--- config.mk ---
export PLATFORM = sky130hd
export DESIGN_NAME = flpm_queue
export DESIGN_NICKNAME = d
export VERILOG_FILES = /design/src/hdl/flpm_pkg.sv /design/src/hdl/flpm_queue.sv
export SDC_FILE = /design/constraint.sdc
export NUM_CORES = 1
export LEC_CHECK = 0
export BUFFER_PORTS_ARGS = -buffer_cell sky130_fd_sc_hd__buf_4
export CORE_MARGIN = 3
export CORE_UTILIZATION = 25
export DETAILED_ROUTE_END_ITERATION = 12
export SLEW_MARGIN = 10
export SYNTH_ARGS = -nofsm -noshare
export SYNTH_HDL_FRONTEND = slang
export SYNTH_SLANG_ARGS = --single-unit
--- constraint.sdc ---
create_clock -name i_clk -period 7.4 [get_ports i_clk]
set_input_delay 1.48 -clock i_clk [delete_from_list [all_inputs] [get_ports i_clk]]
set_output_delay 1.48 -clock i_clk [all_outputs]
set_load 0.1 [all_outputs]
--- src/hdl/flpm_pkg.sv ---
// Package for the four-level page map writer: sizes, entry bit positions,
// register indexes, shared types and the sequencer state encoding.
// No dependencies; every other file in this folder imports it.
package flpm_pkg;

    // Table store geometry. The frame count must stay a power of two.
    localparam int TABLE_PAGES_LOG2 = 6;
    localparam int TABLE_PAGES      = 1 << TABLE_PAGES_LOG2;
    localparam int FRAME_W          = TABLE_PAGES_LOG2;
    localparam int IDX_W            = 9;
    localparam int ENTRIES          = 1 << IDX_W;
    localparam int ADDR_W           = FRAME_W + IDX_W;
    localparam int DEPTH            = TABLE_PAGES * ENTRIES;
    localparam int LEVELS           = 4;

    // Field widths.
    localparam int ENTRY_W = 64;
    localparam int VPN_W   = 36;
    localparam int PFN_W   = 40;
    localparam int ROOT_W  = 6;
    localparam int ALLOC_W = 7;
    localparam int NF_MIN  = $clog2(TABLE_PAGES + 1);
    localparam int NF_W    = (ALLOC_W > NF_MIN) ? ALLOC_W : NF_MIN;

    // Entry layout.
    localparam int ADDR_LO = 12;
    localparam int BIT_P   = 0;
    localparam int BIT_W   = 1;
    localparam int BIT_U   = 2;
    localparam int BIT_NX  = 63;

    // Configuration port.
    localparam int CFG_IDX_W  = 1;
    localparam int CFG_DATA_W = 7;
    localparam logic [CFG_IDX_W-1:0] CFG_ROOT_FRAME  = 1'd0;
    localparam logic [CFG_IDX_W-1:0] CFG_ALLOC_START = 1'd1;
    localparam int ALLOC_START_RST = 1;

    // The directory level, last one before the leaf table.
    localparam int LEVEL_W = 2;
    localparam logic [LEVEL_W-1:0] LEVEL_LAST = 2'd2;
    localparam logic [LEVEL_W-1:0] LEVEL_LEAF = 2'd3;

    typedef struct packed {
        logic [LEVELS-1:0][IDX_W-1:0] idx;
        logic                         user;
        logic [ENTRY_W-1:0]           leaf;
    } t_job;

    typedef struct packed {
        logic               status;
        logic [1:0]         tables_added;
        logic [ENTRY_W-1:0] leaf_entry;
    } t_result;

    typedef struct packed {
        logic                  we;
        logic [CFG_IDX_W-1:0]  index;
        logic [CFG_DATA_W-1:0] data;
    } t_cfg_wr;

    typedef struct packed {
        logic clearing;
    } t_back_status;

    typedef enum logic [2:0] {
        S_CLEAR,
        S_IDLE,
        S_READ,
        S_CHECK,
        S_ZERO,
        S_LINK,
        S_LEAF,
        S_DONE
    } t_state;

    function automatic logic [FRAME_W-1:0] frame_of(input logic [ENTRY_W-1:0] entry);
        return entry[ADDR_LO +: FRAME_W];
    endfunction

endpackage

--- src/hdl/flpm_queue.sv ---
// Two-entry queue of classified requests between the front end and the walker.
// Depends on flpm_pkg.
module flpm_queue (
    input  logic           i_clk,
    input  logic           i_rst_n,
    input  logic           i_push,
    input  flpm_pkg::t_job i_job,
    output logic           o_full,
    output logic           o_valid,
    input  logic           i_pop,
    output flpm_pkg::t_job o_job
);
    import flpm_pkg::*;

    t_job       r_slot [2];
    logic       r_wr_ptr;
    logic       r_rd_ptr;
    logic [1:0] r_count;
    logic [1:0] n_count;

    assign o_full  = (r_count == 2'd2);
    assign o_valid = (r_count != 2'd0);
    assign o_job   = r_slot[r_rd_ptr];

    always_comb begin
        n_count = r_count;
        if (i_push && !(i_pop && o_valid)) begin
            n_count = r_count + 2'd1;
        end else if (!i_push && i_pop && o_valid) begin
            n_count = r_count - 2'd1;
        end
    end

    always_ff @(posedge i_clk) begin
        if (!i_rst_n) begin
            r_wr_ptr <= 1'b0;
            r_rd_ptr <= 1'b0;
            r_count  <= 2'd0;
        end else begin
            r_count <= n_count;
            if (i_push) begin
                r_wr_ptr <= !r_wr_ptr;
            end
            if (i_pop && o_valid) begin
                r_rd_ptr <= !r_rd_ptr;
            end
        end
    end

    always_ff @(posedge i_clk) begin
        if (i_push) begin
            r_slot[r_wr_ptr] <= i_job;
        end
    end

endmodule

==> impl_metrics.ini, run 1 <==
[outcome]
status = completed

[synthesis]
synth_top_family_by_area = multiplexers
post_synth_mux_area_share_pct = 18.65
fraction_of_post_synthesis_cell_area_in_the_top_cell_type_by_area_pct = 76.15
yosys_register_bits = 207
synthDominantAreaCellType = edfxtp_1
synthesis.yosys.warnings = 0
biggest_area_contributors_in_the_synthesized_netlist = edfxtp_1, mux2_4, buf_12
yosys.cell_types.count = 20
post_synthesis_net_count = 444
yosys.area_share.simple_pct = 0.9896
synthesis.area_sq_um = 7965
post_synth_fa_ha_maj_area_fraction_pct = 0
xor_xnor_share_of_the_synthesized_area_pct = 0.1100
synth-compound-area-share_pct = 0.3770
synth_sequential_area_ratio_pct = 77.41
avgSynthCellArea_sq_um = 23.50
postSynthCellCount = 339

[cts]
clock_latency_ps = 500
tritoncts_clock_tree = done
hold_buffers = 0
cts_setup_buffers = 0
ctsResizeCount = 0
path_clk_slew_ps = 60
cts_sinks = 207
ctsHtreeMaxLevel = 1
root_buffer = clkbuf_16
clock_path_buffers = 3
cts-buffers-inserted = 24

[critical_path]
timing.critical_path.required_ps = 5920
timing.critical_path.arrival_ps = 2550
criticalPathCategory = reg -> out
worstSetupStartpointType = flip-flop
max_stage_delay_on_crit_path_ps = 720
crit_path_cell_trace = buf_4, mux2_4, buf_4
crit_slowest_cell = buf_4
critPathMaxFanout = 41
critical-path-top-cell-by-count = buf_4
timing.critical_path.to_type = primary output

[final_layout]
fin_util_pct = 34.69
regArea_sq_um = 6170
area_delta_synth_final_pct = 34.97
post-route-cell-area_sq_um = 10750
drive_gt1_share_pct = 61.13
insertedDiodeCount = 0
nFillCells = 2928
most-common-layout-cells = buf_4, edfxtp_1, mux2_4
multiInputGateArea_sq_um = 1613
layout_commonest_cell = buf_4
nets = 671

[timing]
finalHoldViolations = 0
final_min_period_over_clock_period_pct = 54.46
finalSetupTns_ps = 0
clock_period_minus_worst_slack_ps = 4030
timing.slew.headroom_pct = 42.75
setup_repair_after_global_routing_missed_its_margin = no
report.final.setup_viol = 0
achievable-frequency_ghz = 0.2482
final.setup_skew_ps = 10.17
max_slew.worst_pin.slew_ps = 858.8
report.final.slew_viol_count = 0
fin_worst_hold_slack_ps = 573.1

[grt]
first_global_vias = 4057
antenna_found_initial = 1
globalRouteOverflowTotal = 0
grt_start_max_net_pins = 58
track_usage_pct = 9.014
grt_first_pass_wirelength_um = 23450

[die]
die_boundary_width_um = 184.5
row_count = 64
initial_core_util_pct = 25.70
io_pins = 208
die_y_um = 184.5
core_region_area_sq_um = 30990
design.die.area_sq_um = 34040

[pwr]
power.static_leakage_nw = 4.123
p_per_area_nw_per_um2 = 310.3
worst_ir_drop_vdd_mv = 0.1813

[placed_design]
gp_congestion = 0.7137
place.detailed.hpwl_um = 10570
portBuffers = 207
place_area_sq_um = 9869

[routing]
route.detailed.drc = 0
drt-wirelength-per-cell_um = 16.44
drt_pre_antenna_iters = 4
post_route_wl_um = 16110
drt-initial-drc-count = 155
dr_vias = 3879
route.detailed.vias_per_inst = 3.958
route.antenna.remaining_nets = 0

[job]
max-cap-violations = 0

[min_path]
min_path_type = reg -> reg
==> cell usage after synthesis (all sizes together) <==
cell / number
nor2b: 4
o21ai: 1
a21oi: 2
mux2: 101
o21a: 1
edfxtp: 202
o211ai: 1
nand2: 1
nand2b: 2
nor2: 1
and2: 3
or2: 1
buf: 11
xnor2: 1
mux2i: 1
dfxtp: 5
nand4b: 1
==> routing by layer <==
metal,up-vias,track usage (%),part of all wire (%)
li1,1805,-,-
met2,146,15.32,50
met5,-,0,0.12
met3,36,3.375,9.3
met1,1890,10.54,38
met4,2,2.994,2.7
==> cell type report <==
| class | instances | share of cell area (%) |
|---|---|---|
| clock buffers | 31 | 6.401 |
| clock inverters | 13 | 1.792 |
| multi-input cells | 121 | 15.00 |
| flip-flops and latches | 207 | 57.39 |
| well taps | 396 | 4.609 |
| repair buffers | 212 | 14.80 |
==> kinds of logic after synthesis <==
kind of cell,after synthesis
flip-flops,207
XOR/XNOR,1
multiplexers,102
buffers and inverters,11
AND/OR/NAND/NOR,13
AO/OA/AOI/OAI,5
==> metrics by stage <==
| step | total power, mW | setup WS, ps | instances |
|---|---|---|---|
| floorplan | 1.954 | 920.0 | 339 |
| global placement | 2.090 | 3552 | 936 |
| CTS | 3.396 | 3261 | 980 |
| finish | 3.335 | 3370 | 980 |
| detailed placement | 2.094 | 3547 | 936 |
| global route | 3.471 | 3201 | 980 |
==> power by group <==
group | switching (mW) | internal (mW) | total, mW
Sequential | 0.0193 | 1.35 | 1.37
Combinational | 0.501 | 0.186 | 0.687
Clock | 0.448 | 0.827 | 1.27
==> worst max-delay path: cells and delay by family, from the launching register on <==
family | cells | cell delay (ps)
buffers and inverters | 2 | 960
DFF | 1 | 670
muxes | 1 | 370
==> registers in the layout (all words and copies together) (netlist names), named ones only <==
register and cells:
r_wr_ptr 1, r_count 2, r_rd_ptr 1, r_slot 202
==> final timing paths <==
check / start / endpoint / slack (ps) / cells after the start
max: flip-flop / o_job[76] / 3370 / 3
min: r_count[1]$_SDFFE_PN0P_ / r_count[1]$_SDFFE_PN0P_ / 570 / 2
max reg2reg: r_wr_ptr$_SDFFE_PN0P_ / r_slot[0][74]$_DFFE_PP_ / 4940 / 3
min reg2reg: r_count[1]$_SDFFE_PN0P_ / r_count[1]$_SDFFE_PN0P_ / 570 / 2
(Power assumes the default switching activity.)
==> run 2, diff against run 1 <==
clock period = 3.8 ns   (was 7.4 ns; I/O delays follow)
==> impl_metrics.ini, run 2 (synthesized netlist as in run 1, its figures left out) <==
[critical_path]
worst-r2r-cell-count = 2
timing.critical_path.required_ps = 3040
timing.critical_path.arrival_ps = 2270
timing.critical_path.to_type = primary output
worstSetupStartpointType = flip-flop
critPathMaxFanout = 45
crit-reg2reg-launch = r_wr_ptr$_SDFFE_PN0P_
max_stage_delay_on_crit_path_ps = 720
crit_path_cell_trace = buf_12, mux2_4, buf_4
crit_slowest_cell = dfxtp_4
criticalPathCategory = reg -> out
regToRegEndpoint = r_slot[1][53]$_DFFE_PP_
setup.reg_to_reg.worst_slack_ps = 1990

[cts]
ctsResizeCount = 0
tritoncts_clock_tree = done
root_buffer = clkbuf_16
hold_buffers = 0
cts_setup_buffers = 0
ctsHtreeMaxLevel = 1
clock_path_buffers = 3
cts_sinks = 207
clock_latency_ps = 510
path_clk_slew_ps = 60
cts-buffers-inserted = 24

[die]
design.die.area_sq_um = 34040
initial_core_util_pct = 25.70
row_count = 64
core_region_area_sq_um = 30990
die_boundary_width_um = 184.5
die_y_um = 184.5
io_pins = 208

[routing]
route.detailed.drc = 0
dr_vias = 3887
post_route_wl_um = 16310
drt-initial-drc-count = 184
drt_pre_antenna_iters = 4
drt-wirelength-per-cell_um = 16.61
route.antenna.remaining_nets = 0
route.detailed.vias_per_inst = 3.958

[min_path]
hold_end = r_slot[1][45]$_DFFE_PP_
min_path_type = in -> reg
holdCritStartpoint = i_job[45]
worstHoldPathCells = 1

[grt]
antenna_found_initial = 3
globalRouteOverflowTotal = 0
first_global_vias = 4001
grt_first_pass_wirelength_um = 23440
track_usage_pct = 9.051
grt_start_max_net_pins = 75

[final_layout]
layout_commonest_cell = buf_4
insertedDiodeCount = 0
regArea_sq_um = 6170
nets = 673
area_delta_synth_final_pct = 34.09
drive_gt1_share_pct = 59.90
biggestRegsByFlops = r_slot (202), r_count (2)
nFillCells = 2983
multiInputGateArea_sq_um = 1613
largest-register = r_slot
largest_register_ffs = 202
most-common-layout-cells = buf_4, edfxtp_1, mux2_4
post-route-cell-area_sq_um = 10680

[timing]
report.final.setup_viol = 0
report.final.slew_viol_count = 0
max_slew.worst_pin.slew_ps = 803.0
final.setup_skew_ps = 13.62
setup_repair_after_global_routing_missed_its_margin = no
finalHoldViolations = 0
final_min_period_over_clock_period_pct = 79.83
timing.slew.headroom_pct = 46.47
finalSetupTns_ps = 0
achievable-frequency_ghz = 0.3297
final.setup.worst_slack_ps = 766.5
clock_period_minus_worst_slack_ps = 3033

[job]
max-cap-violations = 0

[pwr]
design_power_total_mw = 6.156
p_per_area_nw_per_um2 = 576.4
worst_ir_drop_vdd_mv = 0.3511
power.static_leakage_nw = 4.083

[placed_design]
place.detailed.hpwl_um = 10850
dp_slack_ps = 1273
place_area_sq_um = 9935
gp_congestion = 0.6336
portBuffers = 207

[outcome]
status = completed
[run 2: cell count changes in the layout (fill, tap and decap cells not counted), moves of 2 or more]
cell / before / now
bufinv_16: 5 / 1
buf_4: 212 / 210
clkinvlp_4: 2 / 0
clkbuf_8: 4 / 0
clkinv_2: 4 / 2
clkinv_4: 0 / 3
clkinv_1: 2 / 9
buf_12: 0 / 4
[run 2: power by group]
group / switching, mW / internal [mW]
Combinational: 0.974 / 0.370
Clock: 0.871 / 1.26
Sequential: 0.0407 / 2.64
Total: 1.89 / 4.27
[run 2: worst max-delay path, delay by kind of cell (launching register included)]
| family | cells | cell delay [ps] |
|---|---|---|
| flip-flops | 1 | 720 |
| multiplexers | 1 | 340 |
| buffers and inverters | 2 | 640 |
[run 2: per-layer routing]
metal  part of all wire [%]  GRT usage, %  up-vias
met3                    9.2         3.631       38
met1                     39         10.79     1897
met4                    3.0         2.812        6
met5                   0.17             0        -
li1                       -             -     1804
met2                     48         15.06      142
[run 2: how the worst max path moves through the flow]
stage	startpoint	endpoint	depth (start not counted)
2_1_floorplan	i_push	r_slot[1][0]$_DFFE_PP_	1
3_3_place_gp	flip-flop	o_job[75]	3
3_5_place_dp	flip-flop	o_job[75]	3
4_1_cts	flip-flop	o_job[75]	3
5_1_grt	flip-flop	o_job[75]	3
6_report	flip-flop	o_job[75]	3
[run 2: stage by stage]
step | utilization, % | std cells | hold WS (ps)
floorplan | - | 339 | 528.6
CTS | 34.46 | 982 | 396.3
detailed placement | 32.06 | 938 | 580.6
global placement | 32.06 | 938 | 543.6
finish | 34.46 | 982 | 429.6
global route | 34.46 | 982 | 399.4
[run 2: layout make-up]
type	instances	area share, %
Clock inverter	16	1.019
Sequential cell	207	57.77
Multi-Input combinational cell	121	15.10
Timing Repair Buffer	214	15.51
Clock buffer	28	5.963
Tap cell	396	4.639
==> run 3, diff against run 2 <==
ABC_AREA = 1   (was not set)
clock period = 2.93 ns   (was 3.8 ns; I/O delays follow)
==> impl_metrics.ini, run 3 <==
[synthesis]
biggest_area_contributors_in_the_synthesized_netlist = edfxtp_1, mux2_4, buf_12
avgSynthCellArea_sq_um = 22.77
post_synth_mux_area_share_pct = 18.51
yosys_register_bits = 207
synthesis.area_sq_um = 7970
post_synth_fa_ha_maj_area_fraction_pct = 0
synth_top_family_by_area = multiplexers
postSynthCellCount = 350
synthesis.yosys.warnings = 0
xor_xnor_share_of_the_synthesized_area_pct = 0.1099
synthDominantAreaCellType = edfxtp_1
synth_sequential_area_ratio_pct = 77.36
yosys_most_used_dff = edfxtp_1
synth_edf_count = 202
synth_common_cells = edfxtp_1, mux2_4, mux2_2, buf_12
yosys.cell_types.count = 16
fraction_of_post_synthesis_cell_area_in_the_top_cell_type_by_area_pct = 76.11
post-synth-top-count-cell = edfxtp_1
yosys.area_share.simple_pct = 1.036
post_synthesis_net_count = 455
ys_async_sr_fraction_pct = 0
synth-compound-area-share_pct = 0.1413

[placed_design]
place_area_sq_um = 9978
portBuffers = 207
gp_congestion = 0.6951
place.detailed.hpwl_um = 11010
post-place-cells = 949

[grt]
antenna_found_initial = 0
track_usage_pct = 9.028
grt_first_pass_wirelength_um = 23590
globalRouteOverflowTotal = 0
grt_start_max_net_pins = 51
first_global_vias = 4066

[final_layout]
layout_commonest_cell = buf_4
biggestRegsByFlops = r_slot (202), r_count (2)
largest-register = r_slot
stdcell_count = 989
drive_gt1_share_pct = 60.03
area_delta_synth_final_pct = 35.18
nets = 683
largest_register_ffs = 202
insertedDiodeCount = 0
post-route-cell-area_sq_um = 10770
nFillCells = 2907
most-common-layout-cells = buf_4, edfxtp_1, mux2_4

[routing]
drt-initial-drc-count = 165
dr_vias = 3865
route.detailed.vias_per_inst = 3.908
post_route_wl_um = 16140
route.antenna.remaining_nets = 0
route.detailed.drc = 0
drt-wirelength-per-cell_um = 16.32
drt_pre_antenna_iters = 4

[timing]
final.setup_skew_ps = 8.071
setup_repair_after_global_routing_missed_its_margin = no
report.final.setup_viol = 0
finalSetupTns_ps = 0
achievable-frequency_ghz = 0.3718
clock_period_minus_worst_slack_ps = 2690
finalHoldViolations = 0
max_slew.worst_pin.slew_ps = 453.7
timing.slew.headroom_pct = 69.68
fin_worst_hold_slack_ps = 273.5
final_min_period_over_clock_period_pct = 91.80
report.final.slew_viol_count = 0

[cts]
clock_path_buffers = 3
cts_setup_buffers = 0
hold_buffers = 0
ctsHtreeMaxLevel = 1
root_buffer = clkbuf_16
cts-buffers-inserted = 23
tritoncts_clock_tree = done
path_clk_slew_ps = 60
ctsResizeCount = 0
clock_latency_ps = 490
cts_sinks = 207

[die]
row_count = 64
die_y_um = 184.6
initial_core_util_pct = 25.72
design.die.area_sq_um = 34060
io_pins = 208
die_boundary_width_um = 184.6
core_region_area_sq_um = 30990

[critical_path]
timing.critical_path.arrival_ps = 2100
timing.critical_path.required_ps = 2340
crit_slowest_cell = dfxtp_4
criticalPathCategory = reg -> out
worstSetupStartpointType = flip-flop
crit_path_cell_trace = buf_12, mux2_4, buf_4
max_stage_delay_on_crit_path_ps = 640
timing.critical_path.to_type = primary output
critPathMaxFanout = 37

[outcome]
status = completed

[pwr]
worst_ir_drop_vdd_mv = 0.4512
power.static_leakage_nw = 4.143
p_per_area_nw_per_um2 = 792.9

[job]
max-cap-violations = 0

[min_path]
min_path_type = in -> reg
[run 3: logic make-up (layout without fill, tap and decap cells)]
group,after synthesis,count (layout)
simple gates,20,20
flops,207,207
xor+xnor,1,1
compound gates,2,2
mux,101,101
buf+inv,19,262
[run 3: final timing paths]
| path | startpoint | endpoint | slack [ps] | depth (start not counted) |
|---|---|---|---|---|
| hold reg to reg | r_rd_ptr$_SDFFE_PN0P_ | flip-flop | 500 | 2 |
| hold / removal | i_job[86] | r_slot[1][86]$_DFFE_PP_ | 270 | 1 |
| setup reg to reg | r_wr_ptr$_SDFFE_PN0P_ | r_slot[1][52]$_DFFE_PP_ | 1430 | 3 |
| setup / recovery | flip-flop | o_job[13] | 240 | 3 |
[run 3: through the flow]
| step | utilization (%) | setup slack [ps] | total power, mW |
|---|---|---|---|
| global route | 34.77 | 127.6 | 8.867 |
| CTS | 34.77 | 174.0 | 8.684 |
| floorplan | - | 373.1 | 5.220 |
| global placement | 32.20 | 753.3 | 5.630 |
| detailed placement | 32.20 | 730.4 | 5.641 |
| finish | 34.77 | 240.1 | 8.543 |
[run 3: worst max-delay path, delay by kind of cell (launching register included)]
kind,cells,cell delay [ps]
mux,1,340
flops,1,640
buf+inv,2,560
[run 3: where the power goes]
group / internal, mW / switching, mW
Clock: 1.87 / 1.11
Sequential: 3.43 / 0.0560
Combinational: 0.567 / 1.50
Total: 5.87 / 2.67
[run 3: cell type report]
class | count | area (sq um) | area share, %
clock buffer | 24 | 579.3 | 5.377
sequential | 207 | 6170 | 57.26
multi-input combinational | 124 | 1585 | 14.71
tap | 396 | 495.5 | 4.599
clock inverter | 16 | 216.5 | 2.009
timing repair buffer | 214 | 1694 | 15.72
inverter | 8 | 33.78 | 0.3136
[run 3: routing by layer]
layer	wire length, um	GRT usage [%]
met1	6521	11.03
met2	8126	15.46
met3	1001	2.092
met4	493	3.598
met5	0	0
